[src/rtl/hee_pkg.sv]
`timescale 1ns / 1ps
// ----------------------------------------------------------------------------
// hee_pkg: shared types and tables of the HTML entity escaper
// Entity kinds, queue entry layout and the entity text tables.
// ----------------------------------------------------------------------------
package hee_pkg;

  localparam int unsigned MaskW     = 5;
  localparam int unsigned ByteW     = 8;
  localparam int unsigned IdxW      = 3;
  localparam int unsigned QDepth    = 2;
  localparam int unsigned QAddrW    = $clog2(QDepth);
  localparam int unsigned QCountW   = $clog2(QDepth + 1);

  localparam logic [MaskW-1:0] MaskReset = 5'd31;

  // mask bit positions
  localparam int unsigned BitAmp  = 0;
  localparam int unsigned BitQuot = 1;
  localparam int unsigned BitApos = 2;
  localparam int unsigned BitLt   = 3;
  localparam int unsigned BitGt   = 4;

  localparam logic [ByteW-1:0] ChAmp  = 8'h26;
  localparam logic [ByteW-1:0] ChQuot = 8'h22;
  localparam logic [ByteW-1:0] ChApos = 8'h27;
  localparam logic [ByteW-1:0] ChLt   = 8'h3c;
  localparam logic [ByteW-1:0] ChGt   = 8'h3e;
  localparam logic [ByteW-1:0] ChSemi = 8'h3b;
  localparam logic [ByteW-1:0] ChHash = 8'h23;

  typedef enum logic [2:0] {
    KIND_PASS,
    KIND_AMP,
    KIND_QUOT,
    KIND_APOS,
    KIND_LT,
    KIND_GT
  } ent_kind_e;

  typedef struct packed {
    ent_kind_e        kind;
    logic [ByteW-1:0] raw;
  } item_t;

  // number of output bytes for one item
  function automatic logic [IdxW-1:0] entity_len(input ent_kind_e kind);
    logic [IdxW-1:0] len;
    case (kind)
      KIND_AMP:  len = 3'd5;
      KIND_QUOT: len = 3'd6;
      KIND_APOS: len = 3'd6;
      KIND_LT:   len = 3'd4;
      KIND_GT:   len = 3'd4;
      default:   len = 3'd1;
    endcase
    return len;
  endfunction

  // byte at position idx of the expansion of one item
  function automatic logic [ByteW-1:0] entity_byte(input ent_kind_e kind,
                                                   input logic [IdxW-1:0] idx,
                                                   input logic [ByteW-1:0] raw);
    logic [ByteW-1:0] b;
    b = raw;
    case (kind)
      KIND_AMP: begin
        case (idx)
          3'd0:    b = ChAmp;
          3'd1:    b = 8'h61; // a
          3'd2:    b = 8'h6d; // m
          3'd3:    b = 8'h70; // p
          default: b = ChSemi;
        endcase
      end
      KIND_QUOT: begin
        case (idx)
          3'd0:    b = ChAmp;
          3'd1:    b = 8'h71; // q
          3'd2:    b = 8'h75; // u
          3'd3:    b = 8'h6f; // o
          3'd4:    b = 8'h74; // t
          default: b = ChSemi;
        endcase
      end
      KIND_APOS: begin
        case (idx)
          3'd0:    b = ChAmp;
          3'd1:    b = ChHash;
          3'd2:    b = 8'h30; // 0
          3'd3:    b = 8'h33; // 3
          3'd4:    b = 8'h39; // 9
          default: b = ChSemi;
        endcase
      end
      KIND_LT: begin
        case (idx)
          3'd0:    b = ChAmp;
          3'd1:    b = 8'h6c; // l
          3'd2:    b = 8'h74; // t
          default: b = ChSemi;
        endcase
      end
      KIND_GT: begin
        case (idx)
          3'd0:    b = ChAmp;
          3'd1:    b = 8'h67; // g
          3'd2:    b = 8'h74; // t
          default: b = ChSemi;
        endcase
      end
      default: b = raw;
    endcase
    return b;
  endfunction

endpackage

[src/rtl/hee_ifs.sv]
`timescale 1ns / 1ps
// ----------------------------------------------------------------------------
// hee_ifs: stream channels of the HTML entity escaper
// Input byte channel and output byte channel, valid/ready handshake.
// ----------------------------------------------------------------------------
interface hee_in_if;
  logic                      valid;
  logic                      ready;
  logic [hee_pkg::ByteW-1:0] in_byte;

  modport source (output valid, output in_byte, input ready);
  modport sink   (input valid, input in_byte, output ready);
endinterface

interface hee_out_if;
  logic                      valid;
  logic                      ready;
  logic [hee_pkg::ByteW-1:0] out_byte;
  logic                      out_last;

  modport source (output valid, output out_byte, output out_last, input ready);
  modport sink   (input valid, input out_byte, input out_last, output ready);
endinterface

[src/rtl/html_entity_escaper.sv]
`timescale 1ns / 1ps
// ----------------------------------------------------------------------------
// html_entity_escaper: HTML special character escaper
// Replaces enabled &, ", ', <, > with their entities; other bytes pass through.
// ----------------------------------------------------------------------------
// Path: input item -> queue entry -> back-end output register.
// Throughput: one output byte per cycle while out_o is ready, so plain bytes
//   flow at one item per cycle; an entity of 4 to 6 bytes holds the expander
//   until its last byte is out and the two-entry queue then stalls input.
// Reset: escape mask returns to 5'd31 (all escapes on), queue and output empty.
module html_entity_escaper (
  input  logic                      clk_i,
  input  logic                      rst_ni,
  input  logic                      cfg_we_i,
  input  logic [hee_pkg::MaskW-1:0] cfg_wdata_i,
  hee_in_if.sink                    in_i,
  hee_out_if.source                 out_o
);

  logic           push_valid, push_ready;
  hee_pkg::item_t push_item;
  logic           pop_valid, pop_ready;
  hee_pkg::item_t pop_item;

  hee_front u_front (
    .clk_i        (clk_i),
    .rst_ni       (rst_ni),
    .cfg_we_i     (cfg_we_i),
    .cfg_wdata_i  (cfg_wdata_i),
    .in_i         (in_i),
    .push_valid_o (push_valid),
    .push_ready_i (push_ready),
    .push_item_o  (push_item)
  );

  hee_queue u_queue (
    .clk_i        (clk_i),
    .rst_ni       (rst_ni),
    .push_valid_i (push_valid),
    .push_ready_o (push_ready),
    .push_item_i  (push_item),
    .pop_valid_o  (pop_valid),
    .pop_ready_i  (pop_ready),
    .pop_item_o   (pop_item)
  );

  hee_back u_back (
    .clk_i       (clk_i),
    .rst_ni      (rst_ni),
    .pop_valid_i (pop_valid),
    .pop_ready_o (pop_ready),
    .pop_item_i  (pop_item),
    .out_o       (out_o)
  );

endmodule

[src/rtl/hee_front.sv]
`timescale 1ns / 1ps
// ----------------------------------------------------------------------------
// hee_front: input side of the escaper
// Holds the enable mask, classifies each byte and pushes it into the queue.
// ----------------------------------------------------------------------------
module hee_front (
  input  logic                      clk_i,
  input  logic                      rst_ni,
  input  logic                      cfg_we_i,
  input  logic [hee_pkg::MaskW-1:0] cfg_wdata_i,
  hee_in_if.sink                    in_i,
  output logic                      push_valid_o,
  input  logic                      push_ready_i,
  output hee_pkg::item_t            push_item_o
);

  logic [hee_pkg::MaskW-1:0] mask_q, mask_d;
  hee_pkg::ent_kind_e        kind;

  always_comb begin
    mask_d = cfg_we_i ? cfg_wdata_i : mask_q;
  end

  always_ff @(posedge clk_i or negedge rst_ni) begin
    if (!rst_ni) begin
      mask_q <= hee_pkg::MaskReset;
    end else begin
      mask_q <= mask_d;
    end
  end

  // disabled specials fall through as plain bytes
  always_comb begin
    kind = hee_pkg::KIND_PASS;
    case (in_i.in_byte)
      hee_pkg::ChAmp:  if (mask_q[hee_pkg::BitAmp])  kind = hee_pkg::KIND_AMP;
      hee_pkg::ChQuot: if (mask_q[hee_pkg::BitQuot]) kind = hee_pkg::KIND_QUOT;
      hee_pkg::ChApos: if (mask_q[hee_pkg::BitApos]) kind = hee_pkg::KIND_APOS;
      hee_pkg::ChLt:   if (mask_q[hee_pkg::BitLt])   kind = hee_pkg::KIND_LT;
      hee_pkg::ChGt:   if (mask_q[hee_pkg::BitGt])   kind = hee_pkg::KIND_GT;
      default:         kind = hee_pkg::KIND_PASS;
    endcase
  end

  assign push_valid_o     = in_i.valid;
  assign in_i.ready       = push_ready_i;
  assign push_item_o.kind = kind;
  assign push_item_o.raw  = in_i.in_byte;

endmodule

[src/rtl/hee_queue.sv]
`timescale 1ns / 1ps
// ----------------------------------------------------------------------------
// hee_queue: short item queue between front and back
// Small register FIFO that lets the classifier and the expander stall apart.
// ----------------------------------------------------------------------------
module hee_queue (
  input  logic           clk_i,
  input  logic           rst_ni,
  input  logic           push_valid_i,
  output logic           push_ready_o,
  input  hee_pkg::item_t push_item_i,
  output logic           pop_valid_o,
  input  logic           pop_ready_i,
  output hee_pkg::item_t pop_item_o
);

  hee_pkg::item_t                mem_q [hee_pkg::QDepth];
  logic [hee_pkg::QAddrW-1:0]    wptr_q, wptr_d, rptr_q, rptr_d;
  logic [hee_pkg::QCountW-1:0]   cnt_q, cnt_d;
  logic                          push, pop;

  assign push_ready_o = (cnt_q != hee_pkg::QCountW'(hee_pkg::QDepth));
  assign pop_valid_o  = (cnt_q != '0);
  assign pop_item_o   = mem_q[rptr_q];
  assign push         = push_valid_i && push_ready_o;
  assign pop          = pop_valid_o && pop_ready_i;

  always_comb begin
    wptr_d = push ? wptr_q + 1'b1 : wptr_q;
    rptr_d = pop  ? rptr_q + 1'b1 : rptr_q;
    cnt_d  = cnt_q;
    if (push && !pop) begin
      cnt_d = cnt_q + 1'b1;
    end else if (pop && !push) begin
      cnt_d = cnt_q - 1'b1;
    end
  end

  always_ff @(posedge clk_i or negedge rst_ni) begin
    if (!rst_ni) begin
      wptr_q <= '0;
      rptr_q <= '0;
      cnt_q  <= '0;
    end else begin
      wptr_q <= wptr_d;
      rptr_q <= rptr_d;
      cnt_q  <= cnt_d;
    end
  end

  always_ff @(posedge clk_i) begin
    if (push) begin
      mem_q[wptr_q] <= push_item_i;
    end
  end

endmodule

[src/rtl/hee_back.sv]
`timescale 1ns / 1ps
// ----------------------------------------------------------------------------
// hee_back: output side of the escaper
// Steps through the entity of the head item, one byte per cycle while the
// output is ready, into an output register.
// ----------------------------------------------------------------------------
module hee_back (
  input  logic           clk_i,
  input  logic           rst_ni,
  input  logic           pop_valid_i,
  output logic           pop_ready_o,
  input  hee_pkg::item_t pop_item_i,
  hee_out_if.source      out_o
);

  logic [hee_pkg::IdxW-1:0]  idx_q, idx_d;
  logic                      ovalid_q, ovalid_d;
  logic [hee_pkg::ByteW-1:0] obyte_q, obyte_d;
  logic                      olast_q, olast_d;
  logic [hee_pkg::IdxW-1:0]  len;
  logic                      slot_free, load, is_last;

  assign len       = hee_pkg::entity_len(pop_item_i.kind);
  assign is_last   = (idx_q == len - 1'b1);
  assign slot_free = !ovalid_q || out_o.ready;
  assign load      = slot_free && pop_valid_i;
  // release the head item together with its final byte
  assign pop_ready_o = slot_free && is_last;

  always_comb begin
    idx_d    = idx_q;
    ovalid_d = ovalid_q;
    obyte_d  = obyte_q;
    olast_d  = olast_q;
    if (load) begin
      ovalid_d = 1'b1;
      obyte_d  = hee_pkg::entity_byte(pop_item_i.kind, idx_q, pop_item_i.raw);
      olast_d  = is_last;
      idx_d    = is_last ? '0 : idx_q + 1'b1;
    end else if (slot_free) begin
      ovalid_d = 1'b0;
    end
  end

  always_ff @(posedge clk_i or negedge rst_ni) begin
    if (!rst_ni) begin
      idx_q    <= '0;
      ovalid_q <= 1'b0;
    end else begin
      idx_q    <= idx_d;
      ovalid_q <= ovalid_d;
    end
  end

  always_ff @(posedge clk_i) begin
    obyte_q <= obyte_d;
    olast_q <= olast_d;
  end

  assign out_o.valid    = ovalid_q;
  assign out_o.out_byte = obyte_q;
  assign out_o.out_last = olast_q;

  a_idx_in_range: assert property (@(posedge clk_i) disable iff (!rst_ni)
    pop_valid_i |-> (idx_q < len))
    else $error("entity index beyond entity length");

  a_idx_idle: assert property (@(posedge clk_i) disable iff (!rst_ni)
    !pop_valid_i |-> (idx_q == '0))
    else $error("entity index not cleared with empty queue");

  a_idx_restart: assert property (@(posedge clk_i) disable iff (!rst_ni)
    (load && is_last) |=> (idx_q == '0))
    else $error("entity index did not restart after final byte");

  a_pass_single: assert property (@(posedge clk_i) disable iff (!rst_ni)
    (load && pop_item_i.kind == hee_pkg::KIND_PASS) |-> is_last)
    else $error("plain byte not emitted as a single last byte");

endmodule

[src/flat_wrapper.sv]
// flat-port wrapper written by rule: the top's interface ports become plain ports
module html_entity_escaper_flat 
  (clk_i, rst_ni, cfg_we_i, cfg_wdata_i, in_i_valid, in_i_in_byte, in_i_ready, out_o_valid, out_o_out_byte, out_o_out_last, out_o_ready);
  hee_in_if in_i_i ();
  hee_out_if out_o_i ();
  input  logic clk_i;
  input  logic rst_ni;
  input  logic cfg_we_i;
  input  logic [hee_pkg::MaskW-1:0] cfg_wdata_i;
  input wire logic [$bits(in_i_i.valid)-1:0] in_i_valid;
  input wire logic [$bits(in_i_i.in_byte)-1:0] in_i_in_byte;
  output wire logic [$bits(in_i_i.ready)-1:0] in_i_ready;
  output wire logic [$bits(out_o_i.valid)-1:0] out_o_valid;
  output wire logic [$bits(out_o_i.out_byte)-1:0] out_o_out_byte;
  output wire logic [$bits(out_o_i.out_last)-1:0] out_o_out_last;
  input wire logic [$bits(out_o_i.ready)-1:0] out_o_ready;
  assign in_i_i.valid = in_i_valid;
  assign in_i_i.in_byte = in_i_in_byte;
  assign in_i_ready = in_i_i.ready;
  assign out_o_valid = out_o_i.valid;
  assign out_o_out_byte = out_o_i.out_byte;
  assign out_o_out_last = out_o_i.out_last;
  assign out_o_i.ready = out_o_ready;
  html_entity_escaper u_core (.clk_i(clk_i), .rst_ni(rst_ni), .cfg_we_i(cfg_we_i), .cfg_wdata_i(cfg_wdata_i), .in_i(in_i_i), .out_o(out_o_i));
endmodule
[config.mk]
export PLATFORM = sky130hd
export DESIGN_NAME = html_entity_escaper_flat
export DESIGN_NICKNAME = d
export VERILOG_FILES = /design/src/rtl/hee_pkg.sv /design/src/rtl/hee_ifs.sv /design/src/rtl/html_entity_escaper.sv /design/src/rtl/hee_front.sv /design/src/rtl/hee_queue.sv /design/src/rtl/hee_back.sv /design/src/flat_wrapper.sv
export SDC_FILE = /design/constraint.sdc
export NUM_CORES = 1
export LEC_CHECK = 0
export ABC_AREA = 1
export BUFFER_PORTS_ARGS = -buffer_cell sky130_fd_sc_hd__buf_2
export CORE_ASPECT_RATIO = 0.5
export CORE_MARGIN = 2
export CORE_UTILIZATION = 52
export DETAILED_ROUTE_END_ITERATION = 16
export PLACE_DENSITY = 0.85
export SLEW_MARGIN = 20
export SYNTH_ARGS = -nofsm -noshare
export SYNTH_HDL_FRONTEND = slang
export SYNTH_SLANG_ARGS = --single-unit
[constraint.sdc]
create_clock -name clk_i -period 2.3 [get_ports clk_i]
set_input_delay 0.115 -clock clk_i [delete_from_list [all_inputs] [get_ports clk_i]]
set_output_delay 0.115 -clock clk_i [all_outputs]
set_load 0.02 [all_outputs]
==> results of run 1 <==
## cells in the final DEF (no fill, tap or decap), types with 2 or more instances in the layout
| cell type | count |
|---|---|
| nand2_1 | 68 |
| edfxtp_1 | 31 |
| buf_2 | 28 |
| inv_1 | 27 |
| nor2_1 | 20 |
| buf_4 | 20 |
| o21ai_0 | 17 |
| nand3_1 | 13 |
| nand2_4 | 10 |
| dfrtp_1 | 7 |
| a21oi_1 | 6 |
| nand2_2 | 5 |
| nand4_1 | 5 |
| ha_1 | 5 |
| clkbuf_8 | 5 |
| dfstp_2 | 5 |
| nor3_1 | 3 |
| mux2_2 | 3 |
| o41ai_1 | 2 |
| nor2_4 | 2 |
| ha_4 | 2 |
| dlygate4sd3_1 | 2 |
## area by class of cell
class / count / area, um2
Clock buffer: 7 / 97.6
Inverter: 28 / 110
Multi-Input combinational cell: 176 / 1040
Sequential cell: 44 / 1260
Timing Repair Buffer: 50 / 310
Clock inverter: 1 / 30.0
Fill cell: 313 / 1460
Tap cell: 57 / 71.3
## Yosys cell counts, drive strengths merged
cell,instances
a22oi,1
mux2,3
nand3,14
xor2,2
a21oi,7
ha,7
nor2,23
o41ai,2
a31oi,1
inv,28
clkbuf,1
nor3b,1
dfrtp,8
buf,3
mux2i,1
o211ai,1
nand2,83
nor3,4
edfxtp,31
nand4,5
dfstp,5
or2,1
xnor2,2
o21ai,18
## metal layers
layer	up-vias	track usage, %	wire length [um]
met3	19	5.91	470
met1	931	26.3	2430
met5	-	0	0
li1	937	-	-
met4	0	8.22	147
met2	115	34.0	2650
## flip-flops by register name, summed over array words and instances (netlist names)
name / count
u_core.u_back.out_o.out_byte: 8
u_core.u_queue.rptr_q: 1
u_core.u_back.out_o.valid: 1
u_core.u_front.mask_q: 5
u_core.u_queue.wptr_q: 1
u_core.u_back.idx_q: 3
u_core.u_queue.cnt_q: 2
u_core.u_queue.mem_q: 22
u_core.u_back.out_o.out_last: 1
## cell families after synthesis
family	Yosys count
mux	4
buf+inv	32
simple gates	131
compound gates	30
fa+ha+maj	7
flops	44
xor+xnor	4
## worst max path at each step
stage,start,endpoint,slack [ns],depth (start not counted)
5_1_grt,u_core.u_queue.rptr_q$_DFFE_PN0P_,u_core.u_queue.cnt_q[1]$_DFFE_PN0P_,-0.10,13
4_1_cts,u_core.u_queue.rptr_q$_DFFE_PN0P_,u_core.u_queue.cnt_q[1]$_DFFE_PN0P_,0.004,13
2_1_floorplan,u_core.u_queue.rptr_q$_DFFE_PN0P_,u_core.u_queue.cnt_q[1]$_DFFE_PN0P_,0.006,13
3_3_place_gp,u_core.u_queue.rptr_q$_DFFE_PN0P_,u_core.u_queue.cnt_q[1]$_DFFE_PN0P_,0.04,13
3_5_place_dp,u_core.u_queue.rptr_q$_DFFE_PN0P_,u_core.u_queue.cnt_q[1]$_DFFE_PN0P_,-0.09,13
6_report,u_core.u_queue.rptr_q$_DFFE_PN0P_,u_core.u_queue.cnt_q[1]$_DFFE_PN0P_,-0.03,13
## report_power, final
part	leakage, nW	internal, mW	switching [mW]	total, mW
Sequential	0.445	1.19	0.155	1.35
Clock	0.0636	0.391	0.276	0.667
Combinational	0.835	0.936	1.54	2.48
Total	1.34	2.52	1.97	4.49
## timing repair
action / 4_1_cts / 5_1_grt
gates resized for setup: 3 / 15
setup endpoints to repair: 1 / 1
endpoints found under the hold margin: 13 / 2
hold buffers: 1 / 1
pin swaps: 0 / 6
setup buffers: 1 / 6
==> impl_metrics.ini, run 1 <==
[finish]
n_antenna_cell = 0
syn2layout_area_growth_pct = 24.4
drive_gt1_share_pct = 29.7
nets = 330
stdcell_area_um2 = 2930
stdcell_count = 363
final_util_pct = 66.8

[clocking]
cts-buffers-inserted = 5
worstSkewPairLatency_ns = 0.30
clk_path_buf_depth = 2
path_clk_slew_ns = 0.09
cts_sinks = 44
cts_tree = built
cts-htree-levels = 2
root_buffer = clkbuf_8

[worst_hold_path]
whs_endpoint = u_core.u_back.out_o.valid$_DFFE_PN0P_
hold_depth = 2
hold_path.class = in2reg
min_from = out_o_ready

[sta]
fmax_ghz = 0.428
worst_slack_ns = -0.0342
whs_ns = 0.00596
min_period_ns = 2.33
worst_pin_slew_ns = 0.484
hold_violations = 0
fin_crit_sh_pct = 101
worst_slew_margin_rel_pct = 67.3
finalClockSkew_ns = 0.0127
fin_tns_setup_ns = -0.0342
slew_viol_final = 0
finalSetupViolCount = 1

[placed_design]
io_buffers = 28
dp_cells = 346
dp_hpwl_mm = 3.68
dp_slack_ns = -0.0949
gp_congestion = 0.918
dpl-instance-area_um2 = 2650

[power_and_ir_drop]
power_mw = 4.49
p_leak_nw = 1.34
p_per_area_nw_per_um2 = 1530
vdd_drop_max_mv = 0.568

[routing]
ant_nets = 0
drc = 0
drtIter0Drc = 208
first_pass_iters = 5
wl_per_cell_um = 15.7
wl_mm = 5.70
num_vias = 2002
via_per_inst = 5.52

[setup_path]
cp_top_family = simple AND/OR/NAND/NOR gates
regToRegSetupSlack_ns = -0.03
cp_cell_sequence = clkinv_4 -> nand2_2 -> nand2_2 -> nand2_4 -> nand2_4 -> ha_4 -> xnor2_2 -> nor2_4 -> nand3_4 -> ha_4 -> a21oi_2 -> o21ai_1 -> xor2_1
r2r_end = u_core.u_queue.cnt_q[1]$_DFFE_PN0P_
cp-end-kind = register
r2r-start = u_core.u_queue.rptr_q$_DFFE_PN0P_
crit_buf_inv = 1
cpPeakStageDelay_ns = 0.47
reg2reg_depth = 13
arrival_ns = 2.52
worstSetupPathType = reg2reg
required_ns = 2.48
cp_max_fo = 8
startpoint_type = register
critPathSlowestCell = dfrtp_2

[synth]
synthMuxAreaShare_pct = 1.86
synth_fp_nets = 277
synth_cell_type_count = 33
synth_area_leaders = edfxtp_1 40%, nand2_1 11%, dfrtp_1 8.5%
yosysTopAreaCell = edfxtp_1
synth_seq_cells = 44
synthCells = 252
synthXorXnorAreaFrac_pct = 1.49
synthAdderAreaFrac_pct = 3.72
avgSynthCellArea_um2 = 9.33
synth_top_family_by_area = simple AND/OR/NAND/NOR gates
yosysTopAreaCellShare_pct = 39.6
synth_compound_area_share_pct = 6.97
synth.yosys.seq_area_share_pct = 53.7
syn-cell-area_um2 = 2350
yosys_warnings = 0
synthSimpleGateAreaFrac_pct = 26.6

[die]
rows = 17
dieArea_um2 = 5110
core_um2 = 4380
io_pins = 29
die_y_um = 51.6
start_util_pct = 53.7
die_x_um = 99.1

[global_routing]
grt_first_pass_wirelength_mm = 8.11
grt_pass1_vias = 1811
antenna_found_initial = 0
grt_max_degree = 15
grt-ovfl-total = 0
track_usage_pct = 20.7

[run_status]
status = finished, violations left
violations = setup timing

[run]
drv_cap = 0
Power figures use the tool's default switching activity.
==> run 2: changes to the inputs <==
--- a/config.mk
+++ b/config.mk
@@ -11,6 +11,7 @@
 export CORE_MARGIN = 2
 export CORE_UTILIZATION = 52
 export DETAILED_ROUTE_END_ITERATION = 16
+export HOLD_SLACK_MARGIN = 0.1
 export PLACE_DENSITY = 0.85
 export SLEW_MARGIN = 20
 export SYNTH_ARGS = -nofsm -noshare
==> run 2 against run 1 <==
Against the previous run:
- the run now ends clean
- count of clock-buffer cells in the layout did not move
- first-iteration DRC count fell by 17%
- register-to-register slack improved by 0.06 ns
- core utilization is 3.8 points higher
- global-route usage increased by 2.0 points
- critical endpoint unchanged
- largest cell class unchanged
==> impl_metrics.ini, run 2 (synthesis results as in run 1) <==
[sta]
min_period_ns = 2.28
hold_violations = 0
fmax_ghz = 0.439
worst_slack_ns = 0.0216
slew_viol_final = 0
grt_setup_unrepaired = true
fin_crit_sh_pct = 99.1
whs_ns = 0.150
finalClockSkew_ns = 0.0110
finalSetupViolCount = 0
worst_pin_slew_ns = 0.466
worst_slew_margin_rel_pct = 68.5

[placed_design]
dpl-instance-area_um2 = 2650
dp_slack_ns = -0.0949
io_buffers = 28
gp_congestion = 0.918
dp_cells = 346
dp_hpwl_mm = 3.68

[clocking]
worstSkewPairLatency_ns = 0.30
cts-buffers-inserted = 5
clk_path_buf_depth = 2
cts_sinks = 44
cts-htree-levels = 2
cts_tree = built
path_clk_slew_ns = 0.09
root_buffer = clkbuf_8

[finish]
n_antenna_cell = 0
final_common_cell = nand2_1
nets = 346
regMostFlops = u_core.u_queue.mem_q
largest_register_ff_count = 22
regArea_um2 = 1260
syn2layout_area_growth_pct = 31.4
final_cell_mix = 69 x nand2_1, 31 x edfxtp_1, 28 x buf_2, 27 x inv_1
final_util_pct = 70.6
multi_input_area_um2 = 1050
stdcell_area_um2 = 3090
drive_gt1_share_pct = 28.3
fillers = 303
stdcell_count = 379

[setup_path]
worstSetupPathType = reg2reg
crit_start = u_core.u_queue.rptr_q$_DFFE_PN0P_
cp-end-kind = register
startpoint_type = register
arrival_ns = 2.47
critPathCapture = u_core.u_queue.cnt_q[1]$_DFFE_PN0P_
r2r-start = u_core.u_queue.rptr_q$_DFFE_PN0P_
critical_path_cell_count = 13
reg2reg_depth = 13
critPathSlowestCell = dfrtp_2
cp_top_family = simple AND/OR/NAND/NOR gates
cp_cell_sequence = clkinv_4 -> nand2_1 -> nand2_2 -> nand2_4 -> nand2_4 -> ha_4 -> xnor2_2 -> nor2_4 -> nand3_4 -> ha_4 -> a21oi_2 -> o21ai_1 -> xor2_1
r2r_end = u_core.u_queue.cnt_q[1]$_DFFE_PN0P_
cpPeakStageDelay_ns = 0.47
crit_buf_inv = 1
required_ns = 2.49
cp_max_fo = 8
regToRegSetupSlack_ns = 0.02

[routing]
ant_nets = 0
first_pass_iters = 5
via_per_inst = 5.55
drtIter0Drc = 172
drc = 0
wl_mm = 5.91
wl_per_cell_um = 15.6
num_vias = 2105

[power_and_ir_drop]
p_sw_share_pct = 43.6
p_sw_mw = 1.97
combPwrFrac_pct = 55.7
seqPwrFrac_pct = 29.8
p_per_area_nw_per_um2 = 1460
clockPowerShare_pct = 14.6
vdd_drop_max_mv = 0.570
p_leak_nw = 1.42
p_int_mw = 2.55

[die]
die_y_um = 51.6
dieArea_um2 = 5110
rows = 17
io_pins = 29
die_x_um = 99.1
start_util_pct = 53.7
core_um2 = 4380

[run_status]
status = finished clean

[global_routing]
track_usage_pct = 22.6
use_met2_pct = 38.0
met3_usage_pct = 7.39
grt_busiest_layer = met2
grt-ovfl-total = 0
grt_first_pass_wirelength_mm = 8.85
grt_pass1_vias = 1968
grt_util_met1_pct = 27.2
antenna_found_initial = 0
grt_max_degree = 15

[worst_hold_path]
hold_path.class = in2reg
hold_depth = 2

[run]
drv_cap = 0
-- run 2: cell count changes in the layout (fill, tap and decap cells not counted) --
cell	delta
dlygate4sd3_1	+16
xnor2_1	-1
xnor2_2	+1
nand2_2	-1
nand2_1	+1
-- run 2: routing by layer --
metal  part of all wire, %  up-vias
met4                   2.0        0
li1                      -      973
met5                     0        -
met2                    48      118
met1                    41      994
met3                   8.6       20
-- run 2: metrics by stage --
step                setup TNS, ns  power, mW
floorplan                       0       2.79
global placement                0       3.29
detailed placement        -0.0949       3.39
CTS                             0       4.12
global route              -0.0737       4.77
finish                          0       4.52
-- run 2: what timing repair did --
item                                    4_1_cts  5_1_grt
hold buffers                                 18        0
endpoints found under the setup margin        1        1
setup buffers                                 1        6
cloned                                        0        0
endpoints found under the hold margin        35        0
pin swaps                                     0        9
resized for setup                             3       15
-- run 2: worst min-delay path by stage --
stage	end	slack, ns	from
global placement	u_core.u_back.idx_q[2]$_DFFE_PN0P_	0.01	rst_ni
floorplan	u_core.u_back.idx_q[0]$_DFFE_PN0P_	-0.18	rst_ni
finish	u_core.u_front.mask_q[2]$_DFFE_PN1P_	0.15	cfg_we_i
CTS	u_core.u_front.mask_q[0]$_DFFE_PN1P_	0.14	cfg_we_i
detailed placement	u_core.u_back.idx_q[2]$_DFFE_PN0P_	0.03	rst_ni
global route	u_core.u_front.mask_q[2]$_DFFE_PN1P_	0.16	cfg_we_i
-- run 2: area by class of cell --
type	instances	share of cell area [%]
clock buffer	7	3.16
clock inverter	1	0.971
inverter	28	3.56
multi-input combinational	176	33.9
sequential	44	40.9
tap	57	2.31
timing repair buffer	66	15.2
-- run 2: power groups by stage --
| stage | Combinational (mW) | Sequential, mW | Clock [mW] |
|---|---|---|---|
| 2_1_floorplan | 1.36 | 1.42 | 0 |
| 3_3_place_gp | 1.97 | 1.32 | 0 |
| 3_5_place_dp | 2.04 | 1.34 | 0 |
| 4_1_cts | 2.12 | 1.33 | 0.665 |
| 5_1_grt | 2.71 | 1.37 | 0.692 |
| 6_report | 2.52 | 1.35 | 0.658 |
